**src/smseq_pkg.sv**
```systemverilog
// Package with the request and result types and constants of the stepper move sequencer.
package smseq_pkg;

  // Pattern cycles in one revolution, and pattern cycles between LED moves.
  localparam int CYCLES_PER_REV = 512;
  localparam int CYCLES_PER_LED = 64;

  // Request operation codes.
  typedef enum logic [1:0] {
    OP_START = 2'd0,
    OP_TICK  = 2'd1,
    OP_ABORT = 2'd2
  } smseq_op_t;

  // One request.
  typedef struct packed {
    smseq_op_t   op;
    logic [6:0]  revolutions;
    logic        counter_clockwise;
    logic        half_step;
  } smseq_in_t;

  // One result.
  typedef struct packed {
    logic [3:0]  coil_pattern;
    logic [7:0]  progress_leds;
    logic [6:0]  revolutions_left;
    logic        busy_res;
    logic        move_done;
  } smseq_out_t;

endpackage

```
**src/stepper_move_sequencer.sv**
```systemverilog
// Stepper motor move sequencer: full or half step coil drive with progress LEDs.
//
//   channel | ports                          | moves
//   --------+--------------------------------+-------------------------------
//   in      | in_valid, in_stall, in_data    | start, tick or abort
//   out     | out_valid, out_stall, out_data | coils, LEDs, revs left, status
//   cfg     | cfg_we, cfg_wdata              | phase hold in ticks
//
// The state update and the result of a request are computed in one pass and land in
// the state registers and the result register at the same edge.
// A new request is taken each cycle while the result register is empty or being taken.
// Reset is synchronous and active low; the phase hold comes up as five ticks.
// A stalled result holds in the result register and stalls the input side.
module stepper_move_sequencer (
  input  logic                 clk,
  input  logic                 rst_n,
  input  logic                 in_valid,
  output logic                 in_stall,
  input  smseq_pkg::smseq_in_t  in_data,
  output logic                 out_valid,
  input  logic                 out_stall,
  output smseq_pkg::smseq_out_t out_data,
  input  logic                 cfg_we,
  input  logic [7:0]           cfg_wdata
);
  import smseq_pkg::*;

  localparam int REV_CW = (CYCLES_PER_REV > 1) ? $clog2(CYCLES_PER_REV) : 1;
  localparam int LED_CW = (CYCLES_PER_LED > 1) ? $clog2(CYCLES_PER_LED) : 1;
  localparam logic [REV_CW-1:0] REV_LAST = REV_CW'(CYCLES_PER_REV - 1);
  localparam logic [LED_CW-1:0] LED_LAST = LED_CW'(CYCLES_PER_LED - 1);

  // Clockwise coil patterns; counter-clockwise reads them backward.
  localparam logic [3:0] FULL_CW [4] = '{4'h8, 4'h4, 4'h2, 4'h1};
  localparam logic [3:0] HALF_CW [8] = '{4'h8, 4'hC, 4'h4, 4'h6, 4'h2, 4'h3, 4'h1, 4'h9};

  function automatic logic [3:0] pattern_at(logic [2:0] idx, logic half, logic ccw);
    logic [2:0] k;
    k = 3'd0;
    if (half) begin
      k = ccw ? (3'd7 - idx) : idx;
      pattern_at = HALF_CW[k];
    end else begin
      k[1:0] = ccw ? (2'd3 - idx[1:0]) : idx[1:0];
      pattern_at = FULL_CW[k[1:0]];
    end
  endfunction

  // One LED move: right with wrap when clockwise, left with wrap otherwise.
  function automatic logic [7:0] led_advance(logic [7:0] led, logic ccw);
    if (ccw) begin
      led_advance = (led == 8'h00 || led >= 8'h80) ? 8'h01 : {led[6:0], 1'b0};
    end else begin
      led_advance = (led <= 8'h01 || led > 8'h80) ? 8'h80 : {1'b0, led[7:1]};
    end
  endfunction

  logic [7:0]        hold_r;
  logic              running_r, running_nxt;
  logic              ccw_r, ccw_nxt;
  logic              half_r, half_nxt;
  logic [7:0]        tick_r, tick_nxt;
  logic [2:0]        phase_r, phase_nxt;
  logic [REV_CW-1:0] cycle_r, cycle_nxt;
  logic [LED_CW-1:0] ledcnt_r, ledcnt_nxt;
  logic [6:0]        revs_done_r, revs_done_nxt;
  logic [6:0]        revs_tgt_r, revs_tgt_nxt;
  logic [7:0]        led_r, led_nxt;
  logic [3:0]        coils_r, coils_nxt;
  logic              done;
  logic [7:0]        tick_inc;
  logic [3:0]        phase_inc;
  logic [3:0]        num_phases;
  logic [6:0]        revs_inc;
  logic              in_acc;
  smseq_out_t        res_nxt;
  smseq_out_t        out_data_r;
  logic              out_valid_r;

  assign in_stall  = out_valid_r && out_stall;
  assign in_acc    = in_valid && !in_stall;
  assign out_valid = out_valid_r;
  assign out_data  = out_data_r;

  // Next state and result for the request at the input.
  always_comb begin
    running_nxt   = running_r;
    ccw_nxt       = ccw_r;
    half_nxt      = half_r;
    tick_nxt      = tick_r;
    phase_nxt     = phase_r;
    cycle_nxt     = cycle_r;
    ledcnt_nxt    = ledcnt_r;
    revs_done_nxt = revs_done_r;
    revs_tgt_nxt  = revs_tgt_r;
    led_nxt       = led_r;
    coils_nxt     = coils_r;
    done          = 1'b0;
    tick_inc      = tick_r + 8'd1;
    phase_inc     = {1'b0, phase_r} + 4'd1;
    num_phases    = half_r ? 4'd8 : 4'd4;
    revs_inc      = revs_done_r + 7'd1;
    unique case (in_data.op)
      OP_START: begin
        ccw_nxt       = in_data.counter_clockwise;
        half_nxt      = in_data.half_step;
        tick_nxt      = 8'd0;
        phase_nxt     = 3'd0;
        cycle_nxt     = '0;
        ledcnt_nxt    = '0;
        revs_done_nxt = 7'd0;
        revs_tgt_nxt  = in_data.revolutions;
        led_nxt       = 8'h00;
        if (in_data.revolutions == 7'd0) begin
          running_nxt = 1'b0;
          done        = 1'b1;
        end else begin
          running_nxt = 1'b1;
          coils_nxt   = pattern_at(3'd0, in_data.half_step, in_data.counter_clockwise);
        end
      end
      OP_TICK: begin
        if (running_r) begin
          tick_nxt = tick_inc;
          if (tick_inc >= hold_r) begin
            tick_nxt = 8'd0;
            if (phase_inc >= num_phases) begin
              // One pattern cycle completed.
              phase_nxt = 3'd0;
              if (ledcnt_r == '0) begin
                led_nxt = led_advance(led_r, ccw_r);
              end
              ledcnt_nxt = (ledcnt_r == LED_LAST) ? '0 : ledcnt_r + 1'b1;
              if (cycle_r == REV_LAST) begin
                // One revolution completed.
                cycle_nxt     = '0;
                ledcnt_nxt    = '0;
                revs_done_nxt = revs_inc;
                if (revs_inc >= revs_tgt_r) begin
                  running_nxt = 1'b0;
                  led_nxt     = 8'h00;
                  done        = 1'b1;
                end
              end else begin
                cycle_nxt = cycle_r + 1'b1;
              end
            end else begin
              phase_nxt = phase_inc[2:0];
            end
            if (running_nxt) begin
              coils_nxt = pattern_at(phase_nxt, half_r, ccw_r);
            end
          end
        end
      end
      OP_ABORT: begin
        if (running_r) begin
          running_nxt = 1'b0;
          led_nxt     = 8'h00;
          done        = 1'b1;
        end
      end
      default: begin
      end
    endcase
    res_nxt.coil_pattern     = coils_nxt;
    res_nxt.progress_leds    = led_nxt;
    res_nxt.revolutions_left = running_nxt ? (revs_tgt_nxt - revs_done_nxt) : 7'd0;
    res_nxt.busy_res         = running_nxt;
    res_nxt.move_done        = done;
  end

  // Phase hold register.
  always_ff @(posedge clk) begin
    if (!rst_n) begin
      hold_r <= 8'd5;
    end else if (cfg_we) begin
      hold_r <= cfg_wdata;
    end
  end

  // Move state, updated on each accepted request.
  always_ff @(posedge clk) begin
    if (!rst_n) begin
      running_r   <= 1'b0;
      ccw_r       <= 1'b0;
      half_r      <= 1'b0;
      tick_r      <= 8'd0;
      phase_r     <= 3'd0;
      cycle_r     <= '0;
      ledcnt_r    <= '0;
      revs_done_r <= 7'd0;
      revs_tgt_r  <= 7'd0;
      led_r       <= 8'h00;
      coils_r     <= 4'h0;
    end else if (in_acc) begin
      running_r   <= running_nxt;
      ccw_r       <= ccw_nxt;
      half_r      <= half_nxt;
      tick_r      <= tick_nxt;
      phase_r     <= phase_nxt;
      cycle_r     <= cycle_nxt;
      ledcnt_r    <= ledcnt_nxt;
      revs_done_r <= revs_done_nxt;
      revs_tgt_r  <= revs_tgt_nxt;
      led_r       <= led_nxt;
      coils_r     <= coils_nxt;
    end
  end

  // Result register.
  always_ff @(posedge clk) begin
    if (!rst_n) begin
      out_valid_r <= 1'b0;
    end else if (in_acc) begin
      out_valid_r <= 1'b1;
    end else if (!out_stall) begin
      out_valid_r <= 1'b0;
    end
  end

  always_ff @(posedge clk) begin
    if (in_acc) begin
      out_data_r <= res_nxt;
    end
  end

endmodule

```
**config.mk**
```make
export PLATFORM = sky130hd
export DESIGN_NAME = stepper_move_sequencer
export DESIGN_NICKNAME = d
export VERILOG_FILES = /design/src/smseq_pkg.sv /design/src/stepper_move_sequencer.sv
export SDC_FILE = /design/constraint.sdc
export NUM_CORES = 1
export LEC_CHECK = 0
export CORE_MARGIN = 1
export CORE_UTILIZATION = 60
export CTS_BUF_LIST = sky130_fd_sc_hd__clkbuf_8
export DETAILED_ROUTE_END_ITERATION = 6
export DONT_BUFFER_PORTS = 1
export PLACE_DENSITY = 0.76
export SYNTH_ARGS = -nofsm -noshare
export SYNTH_HDL_FRONTEND = slang
export SYNTH_SLANG_ARGS = --single-unit
```
**constraint.sdc**
```tcl
create_clock -name clk -period 5.3 [get_ports clk]
set_input_delay 0 -clock clk [delete_from_list [all_inputs] [get_ports clk]]
set_output_delay 0 -clock clk [all_outputs]
set_load 0.1 [all_outputs]
```
==> implementation parameters, run 1 <==
Parameter                              Value

Cells and area
  Area used by multi-input combinational logic ... approximately 0.0031 mm2
  Fraction of final layout cells sized beyond drive strength 1 ... 5.34%
  Most used cells in the layout excluding fill and tap cells ... sky130_fd_sc_hd__nand2_1 (65), sky130_fd_sc_hd__dfxtp_1 (64), sky130_fd_sc_hd__nor2_1 (43)
  Most common library cell in the layout ignoring fill and taps ... sky130_fd_sc_hd__nand2_1
  Antenna cells ... 0
  Final-layout fill cell count ... around 700
  FF/Latch Area ... 0.00191 mm2
  Synth-to-layout area growth ... 8.10%
  Post-Route Utilization ... 68.1%
  Number of nets in the layout ... a little under 700

STA
  Achievable clock frequency ... 230 MHz
  Unrepaired setup endpoints after global routing ... false
  Period utilization ... 82.1%
  Final hold violation count ... 0
  Transition time of the tightest slew-check pin ... 0.994 ns
  Post-layout min period ... 4.35 ns
  Worst slew slack as a fraction of its limit ... 33.4%
  TNS Setup ... 0 ns
  Final Max Tran Viols ... 0
  Clock skew ... 0.0148 ns
  Number of endpoints failing setup at the final stage ... 0
  Final hold slack ... 0.00918 ns
  Final setup margin ... 0.949 ns

Synthesis
  Cell Area, Synth ... approximately 0.0053 mm2
  Biggest area contributors in the synthesized netlist ... sky130_fd_sc_hd__dfxtp_1 (24%), sky130_fd_sc_hd__edfxtp_1 (12%), sky130_fd_sc_hd__ha_1 (6.7%)
  Synthesized netlist cell count ... approximately 630
  Ys async rst share ... 0%
  Flop and latch count out of synthesis ... 85
  Post-Syn Nets ... 679
  Post-synth top area cell ... sky130_fd_sc_hd__dfxtp_1
  Fraction of synthesized cell area taken by the top area cell type ... around 24%
  Fraction of the yosys area taken by sequential cells ... 36.4%
  EDFF count, synth ... 21
  Synthesized area per cell ... 8.39 um2
  Yosys warning count ... 0
  Predominant post-synthesis flop cell ... sky130_fd_sc_hd__dfxtp_1
  Distinct cells, synth ... 67

Floorplan
  Std-Cell Core Area ... 0.00834 mm2
  Number of primary I/O pins ... 47
  Die boundary height ... 95.6 um
  Number of standard-cell rows in the floorplan ... 33
  Die W ... 95.6 um
  Area of the die ... 0.00913 mm2
  Starting density of the core ... around 63%

Placement
  Number of I/O port buffers ... 0
  Post-Place Worst Slack ... a little over 1 ns
  HPWL Detailed ... 8780 um
  Placer Congestion ... 0.891

Job
  Max-capacitance violation count ... 0

Setup path
  Startpoint types ... flop
  Endpoint kind of the worst setup timing path ... flop
  CP Data Arrival Time ... 4.45 ns
  Critical setup path kind ... reg -> reg
  CP Data Required Time ... 5.40 ns
  Depth of the worst register-to-register path ... 21
  Maximum net fanout on the critical path ... 16

Min path
  Worst min-delay path category ... in -> reg
  Number of stages on the worst hold path ... 3

Drt
  Final routed DRC violation total ... 0
  Per-cell routed wire length ... between 15 and 20 um
  Post-detailed-route count of antenna-violating nets ... 0
  Routed vias/inst ... 6.40
  Routed via count ... 4748
  Final WL ... 12600 um
  Pre-antenna DRT Iters ... 5
  Initial DRC count ... between 400 and 500

Clock tree
  H-tree levels ... 3
  Clock tree sinks ... 85
  Clock tree buffer depth ... 2
  Total setup buffers inserted after CTS ... 0
  Insertion delay to the later sink of the worst-skew pair ... 0.36 ns
  Total of hold buffers inserted after clock tree synthesis ... 22
  Library cell used as clock root buffer ... sky130_fd_sc_hd__clkbuf_8
  TritonCTS clock tree ... built
  Cts repair resizes ... 0
  Clock-pin transition on the worst setup and hold timing paths ... 0.09 ns
  Clock buffers created by TritonCTS ... 9

Power and ir drop
  Sum of internal, switching and leakage power ... 1340 uW
  Cell-internal power ... around 900 uW
  Power density normalized to cell area ... 236 mW/mm2
  Worst ir drop on vdd ... between 150 and 200 uV
  Flop pwr share ... 57.5%
  Clock share of power ... a little under a third
  LEAKAGE ... 0.00215 uW
  Switching Power ... 430 uW
  Part of the total power dissipated in combinational logic ... 11.7%
  Net switching share of the total power ... around 32%

Global route
  Maximum number of pins on one net before global-route repair ... 39
  Total global-route track usage ... 28.9%
  Vias in the first global route ... about 4400
  First-pass GRT wire length ... 20400 um
  Initial antenna violation count ... 0
  Global route total overflow ... 0

Status
  Outcome ... completed
## layout make-up
type,instances,share of cell area [%]
Multi-Input combinational cell,469,53.8
Timing Repair Buffer,28,4.67
Clock inverter,7,0.771
Tap cell,105,2.31
Inverter,39,2.60
Sequential cell,85,33.7
Clock buffer,9,2.18
## flip-flops by register name (all words and copies together), names as in the netlist
| signal | cells |
|---|---|
| led_r | 8 |
| phase_r | 3 |
| cycle_r | 9 |
| revs_tgt_r | 7 |
| out_valid | 1 |
| coils_r | 4 |
| ledcnt_r | 6 |
| ccw_r | 1 |
| out_data | 21 |
| running_r | 1 |
| tick_r | 8 |
| revs_done_r | 7 |
| half_r | 1 |
| hold_r | 8 |
## metrics by stage
| stage | area [um2] | instances |
|---|---|---|
| 2_1_floorplan | 5250 | 626 |
| 3_3_place_gp | 5290 | 704 |
| 3_5_place_dp | 5290 | 704 |
| 4_1_cts | 5680 | 742 |
| 5_1_grt | 5680 | 742 |
| 6_report | 5680 | 742 |
## routing by layer
| metal | routed length [um] | global-route usage [%] | up-vias |
|---|---|---|---|
| met2 | 5860 | 48.1 | 196 |
| met1 | 5600 | 37.5 | 2229 |
| met4 | 300 | 11.4 | 0 |
| li1 | - | - | 2293 |
| met5 | 0 | 0 | - |
| met3 | 824 | 4.07 | 30 |
## worst paths after layout
check	startpoint	endpoint	slack (ns)
setup / recovery	tick_r[2]	out_data[8]	0.95
hold reg to reg	revs_tgt_r[3]	revs_tgt_r[3]	0.47
hold / removal	in_data[10]	led_r[7]	0.009
setup reg to reg	tick_r[2]	out_data[8]	0.95
## cell usage after synthesis (11+ instances only)
library cell and instances:
sky130_fd_sc_hd__nand2_1 65, sky130_fd_sc_hd__o21ai_0 40, sky130_fd_sc_hd__clkbuf_1 22, sky130_fd_sc_hd__ha_1 28, sky130_fd_sc_hd__dfxtp_1 64, sky130_fd_sc_hd__a31oi_1 11
sky130_fd_sc_hd__nand3_1 30, sky130_fd_sc_hd__edfxtp_1 21, sky130_fd_sc_hd__a21oi_1 41, sky130_fd_sc_hd__nor2_1 43, sky130_fd_sc_hd__xnor2_1 14, sky130_fd_sc_hd__xor2_1 15
sky130_fd_sc_hd__nor3_1 15, sky130_fd_sc_hd__mux2i_1 16, sky130_fd_sc_hd__inv_1 38, sky130_fd_sc_hd__a22o_1 15
## power by group through the flow
stage               sequential, uW  clock [uW]  combinational [uW]
floorplan                      782           0                 111
global placement               784           0                 133
detailed placement             785           0                 137
CTS                            770         416                 154
global route                   774         443                 173
finish                         771         411                 157
## logic make-up after synthesis
logic type | count (synthesis) | synth area share, %
AND/OR/NAND/NOR | 216 | 20.4
AO/OA/AOI/OAI | 179 | 22.8
flip-flops | 85 | 36.4
buffers and inverters | 72 | 5.46
XOR/XNOR | 29 | 4.84
adder cells (fa/ha/maj) | 29 | 7.05
multiplexers | 16 | 3.05
## critical path, cell delays in order, from the launching register on
cell and delay (ns):
sky130_fd_sc_hd__dfxtp_1 0.41, sky130_fd_sc_hd__nand3_1 0.16, sky130_fd_sc_hd__nor2_1 0.29, sky130_fd_sc_hd__nand3_1 0.14, sky130_fd_sc_hd__xnor2_1 0.14, sky130_fd_sc_hd__ha_1 0.32, sky130_fd_sc_hd__nand4_1 0.19, sky130_fd_sc_hd__nor2_1 0.18
sky130_fd_sc_hd__a32o_1 0.19, sky130_fd_sc_hd__buf_4 0.20, sky130_fd_sc_hd__nand2_1 0.11, sky130_fd_sc_hd__xor2_1 0.15, sky130_fd_sc_hd__nor2_1 0.11, sky130_fd_sc_hd__ha_1 0.18, sky130_fd_sc_hd__inv_1 0.05, sky130_fd_sc_hd__fa_1 0.40
sky130_fd_sc_hd__a21o_1 0.17, sky130_fd_sc_hd__a21oi_1 0.22, sky130_fd_sc_hd__o21ai_0 0.10, sky130_fd_sc_hd__a21oi_1 0.18, sky130_fd_sc_hd__or3_1 0.13, sky130_fd_sc_hd__a21oi_1 0.06
Note: power is estimated with default switching activity, not from simulation.
==> inputs of run 2 (changes only) <==
--- a/config.mk
+++ b/config.mk
@@ -5,12 +5,13 @@
 export SDC_FILE = /design/constraint.sdc
 export NUM_CORES = 1
 export LEC_CHECK = 0
+export ABC_AREA = 1
 export CORE_MARGIN = 1
 export CORE_UTILIZATION = 60
 export CTS_BUF_LIST = sky130_fd_sc_hd__clkbuf_8
 export DETAILED_ROUTE_END_ITERATION = 6
 export DONT_BUFFER_PORTS = 1
-export PLACE_DENSITY = 0.76
+export PLACE_DENSITY = 0.79
 export SYNTH_ARGS = -nofsm -noshare
 export SYNTH_HDL_FRONTEND = slang
 export SYNTH_SLANG_ARGS = --single-unit
==> constraint.sdc (replaced) <==
create_clock -name clk -period 3.9 [get_ports clk]
set_input_delay 0 -clock clk [delete_from_list [all_inputs] [get_ports clk]]
set_output_delay 0 -clock clk [all_outputs]
set_load 0.1 [all_outputs]
==> run 2 against run 1 <==
  * Hold slack is essentially flat
  * Setup slack got worse by 0.82 ns
  * Die area is 0.39% lower
  * Via count rose by 5.6%
  * Routed wire length up 6.0%
  * Core utilization is 3.9 points higher
  * Critical path depth increased by 8
  * Clock power rose by 88%
  * Sequential power increased by 47%
  * Global-route usage is 1.8 points higher
==> implementation parameters, run 2 <==
Parameter                              Value

Global route
  Vias in the first global route ... 4676 (+6.6%)
  Initial antenna violation count ... 0 (unchanged)
  Total global-route track usage ... 30.7% (+1.8 points)
  Maximum number of pins on one net before global-route repair ... 29 (-26%)
  First-pass GRT wire length ... 21600 um (+5.7%)
  Global route total overflow ... 0 (unchanged)

Synthesis
  Post-synth top area cell ... sky130_fd_sc_hd__dfxtp_1
  Biggest area contributors in the synthesized netlist ... sky130_fd_sc_hd__dfxtp_1 (24%), sky130_fd_sc_hd__edfxtp_1 (12%), sky130_fd_sc_hd__nand2_1 (11%)
  Synthesized netlist cell count ... 732 (+17%)
  Flop and latch count out of synthesis ... 85 (unchanged)
  Fraction of the yosys area taken by sequential cells ... 36.6% (+0.15 points)
  Yosys warning count ... 0 (unchanged)
  Synthesized area per cell ... 7.14 um2 (-15%)
  Ys async rst share ... 0% (unchanged)
  Distinct cells, synth ... 49 (-27%)
  Predominant post-synthesis flop cell ... sky130_fd_sc_hd__dfxtp_1
  Fraction of synthesized cell area taken by the top area cell type ... 24.5% (+0.099 points)
  Leading cell type by number of instances after synthesis ... sky130_fd_sc_hd__nand2_1
  Post-Syn Nets ... 785 (+16%)
  Top cells by instance count after synthesis ... sky130_fd_sc_hd__nand2_1 (154), sky130_fd_sc_hd__inv_1 (108), sky130_fd_sc_hd__a21oi_1 (64), sky130_fd_sc_hd__dfxtp_1 (64), sky130_fd_sc_hd__nor2_1 (62)
  Cell Area, Synth ... 0.00523 mm2 (-0.41%)
  EDFF count, synth ... 21 (unchanged)

Setup path
  Cell with the largest stage delay on the worst path ... sky130_fd_sc_hd__dfxtp_4
  Critical setup path kind ... reg -> reg
  Top cell by count, worst path ... sky130_fd_sc_hd__nand2_1
  CP Data Required Time ... 4.02 ns (-1.38 ns)
  Endpoint kind of the worst setup timing path ... flop
  Sum of buffers and inverters on the critical path ... 7 (+5)
  Cell class contributing the biggest share of worst-path delay ... simple AND/OR/NAND/NOR gates
  Critical path's largest stage delay ... 0.40 ns (about the same)
  CP Data Arrival Time ... 3.89 ns (-0.56 ns)
  Startpoint types ... flop
  Maximum net fanout on the critical path ... 4 (-12)

Cells and area
  Antenna cells ... 0 (unchanged)
  Number of nets in the layout ... 815 (+19%)
  Number of flip-flops in the largest register ... 21 (unchanged)
  Area used by multi-input combinational logic ... 0.00292 mm2 (-4.3%)
  Synth-to-layout area growth ... 14.8%
  Layout Cell Area excl Fill ... 0.00600 mm2 (+5.7%)
  Final-layout fill cell count ... 653 (-8.5%)
  FF/Latch Area ... 0.00192 mm2 (+0.46%)
  Most used cells in the layout excluding fill and tap cells ... sky130_fd_sc_hd__nand2_1 (152), sky130_fd_sc_hd__inv_1 (107), sky130_fd_sc_hd__a21oi_1 (62)
  Most common library cell in the layout ignoring fill and taps ... sky130_fd_sc_hd__nand2_1
  Final Non-Filler Cells ... 872 (+18%)
  Fraction of final layout cells sized beyond drive strength 1 ... 11.1% (+5.7 points)

Floorplan
  Die W ... 95.4 um (-0.19%)
  Die boundary height ... 95.4 um (-0.19%)
  Number of primary I/O pins ... 47 (unchanged)
  Area of the die ... 0.00909 mm2 (-0.39%)
  Starting density of the core ... 62.7% (-0.26 points)
  Number of standard-cell rows in the floorplan ... 33 (unchanged)
  Std-Cell Core Area ... 0.00834 mm2 (unchanged)

Clock tree
  Clock tree buffer depth ... 2 (unchanged)
  H-tree levels ... 3 (unchanged)
  Clock-pin transition on the worst setup and hold timing paths ... 0.09 ns (about the same)
  Insertion delay to the later sink of the worst-skew pair ... 0.37 ns (about the same)
  Clock tree sinks ... 85 (unchanged)
  TritonCTS clock tree ... built
  Clock buffers created by TritonCTS ... 9 (unchanged)
  Library cell used as clock root buffer ... sky130_fd_sc_hd__clkbuf_8

Power and ir drop
  Power density normalized to cell area ... 389 mW/mm2 (+65%)
  LEAKAGE ... 0.00273 uW (+27%)
  Worst ir drop on vdd ... 227 uV (+31%)

STA
  TNS Setup ... 0 ns (unchanged)
  Transition time of the tightest slew-check pin ... 1.04 ns (+0.0485 ns)
  Final Max Tran Viols ... 0 (unchanged)
  Period utilization ... 96.8% (+15 points)
  Final hold violation count ... 0 (unchanged)
  Final hold slack ... 0.00900 ns (-0.000175 ns)
  Achievable clock frequency ... 265 MHz (+15%)
  Clock skew ... 0.0103 ns (-0.00455 ns)
  Worst slew slack as a fraction of its limit ... 30.3% (-3.1 points)
  Post-layout min period ... 3.77 ns (-0.577 ns)
  Number of endpoints failing setup at the final stage ... 0 (unchanged)
  Unrepaired setup endpoints after global routing ... true

Drt
  Pre-antenna DRT Iters ... 5 (unchanged)
  Post-detailed-route count of antenna-violating nets ... 0 (unchanged)
  Final WL ... 13300 um (+6.0%)
  Per-cell routed wire length ... 15.3 um (-9.8%)
  Final routed DRC violation total ... 0 (unchanged)
  Initial DRC count ... 361 (-14%)
  Routed via count ... 5014 (+5.6%)
  Routed vias/inst ... 5.75 (-10%)

Placement
  HPWL Detailed ... 8950 um (+1.9%)
  Placer Congestion ... 0.948 (+6.4%)
  Cell area after placement ... 0.00532 mm2 (+0.50%)
  Placed instance count ... 824 (+17%)
  Number of I/O port buffers ... 0 (unchanged)

Status
  Outcome ... completed

Job
  Max-capacitance violation count ... 0 (unchanged)

Min path
  Worst min-delay path category ... in -> reg
==> run 2: logic make-up (layout without fill, tap and decap cells) <==
logic type      count (synthesis)  count (layout)  synth area share, %
compound gates                150             150                 15.7
xor+xnor                       16              16                 2.68
fa+ha+maj                      29              29                 7.08
buf+inv                       132             167                 10.1
flops                          85              85                 36.6
mux                             1               1                0.191
simple gates                  319             319                 27.8
==> run 2: worst paths after layout <==
check / from / to / slack, ns / cells after the start
hold reg to reg: hold_r[1] / hold_r[1] / 0.48 / 2
setup / recovery: tick_r[0] / out_data[8] / 0.13 / 29
setup reg to reg: tick_r[0] / out_data[8] / 0.13 / 29
hold / removal: in_data[9] / led_r[4] / 0.009 / 5
==> run 2: repair_timing <==
action / 4_1_cts / 5_1_grt
hold endpoints to repair: 44 / 0
pin swaps: 2 / 22
setup endpoints to repair: 1 / 3
resized for setup: 4 / 31
hold buffers: 24 / 0
setup buffers: 2 / 6
==> run 2: area by class of cell <==
cell class,instances,area share (%)
multi-input cells,515,48.7
clock buffers,10,2.29
clock inverters,6,1.86
repair buffers,37,5.69
inverters,114,7.30
well taps,105,2.19
flip-flops and latches,85,32.0
==> run 2: stage by stage <==
step,worst slack [ns],utilization [%],total power (uW)
3_5_place_dp,-0.0608,63.7,1510
4_1_cts,0.00744,69.9,2300
6_report,0.126,72.0,2340
3_3_place_gp,0.104,63.7,1490
2_1_floorplan,0.276,-,1430
5_1_grt,-0.130,72.0,2440
==> run 2: metal layers <==
metal | vias to the layer above | wire length (um) | GRT usage [%]
met5 | - | 0 | 0
met4 | 0 | 325 | 10.2
met2 | 171 | 6450 | 52.0
met3 | 40 | 798 | 5.50
met1 | 2346 | 5780 | 39.2
li1 | 2457 | - | -
==> run 2: worst register-to-register path, delay by kind of cell (launching register included) <==
kind	cells	cell delay, ns
AOI/OAI and AO/OA	2	0.25
buffers and inverters	7	0.55
xor gates and xnor gates	1	0.14
DFF	1	0.40
and+or+nand+nor	16	1.32
adders and majority gates	3	0.86
==> run 2: power by group <==
group          internal [uW]  switching [uW]
Sequential               959             170
Clock                    443             330
Combinational            165             270
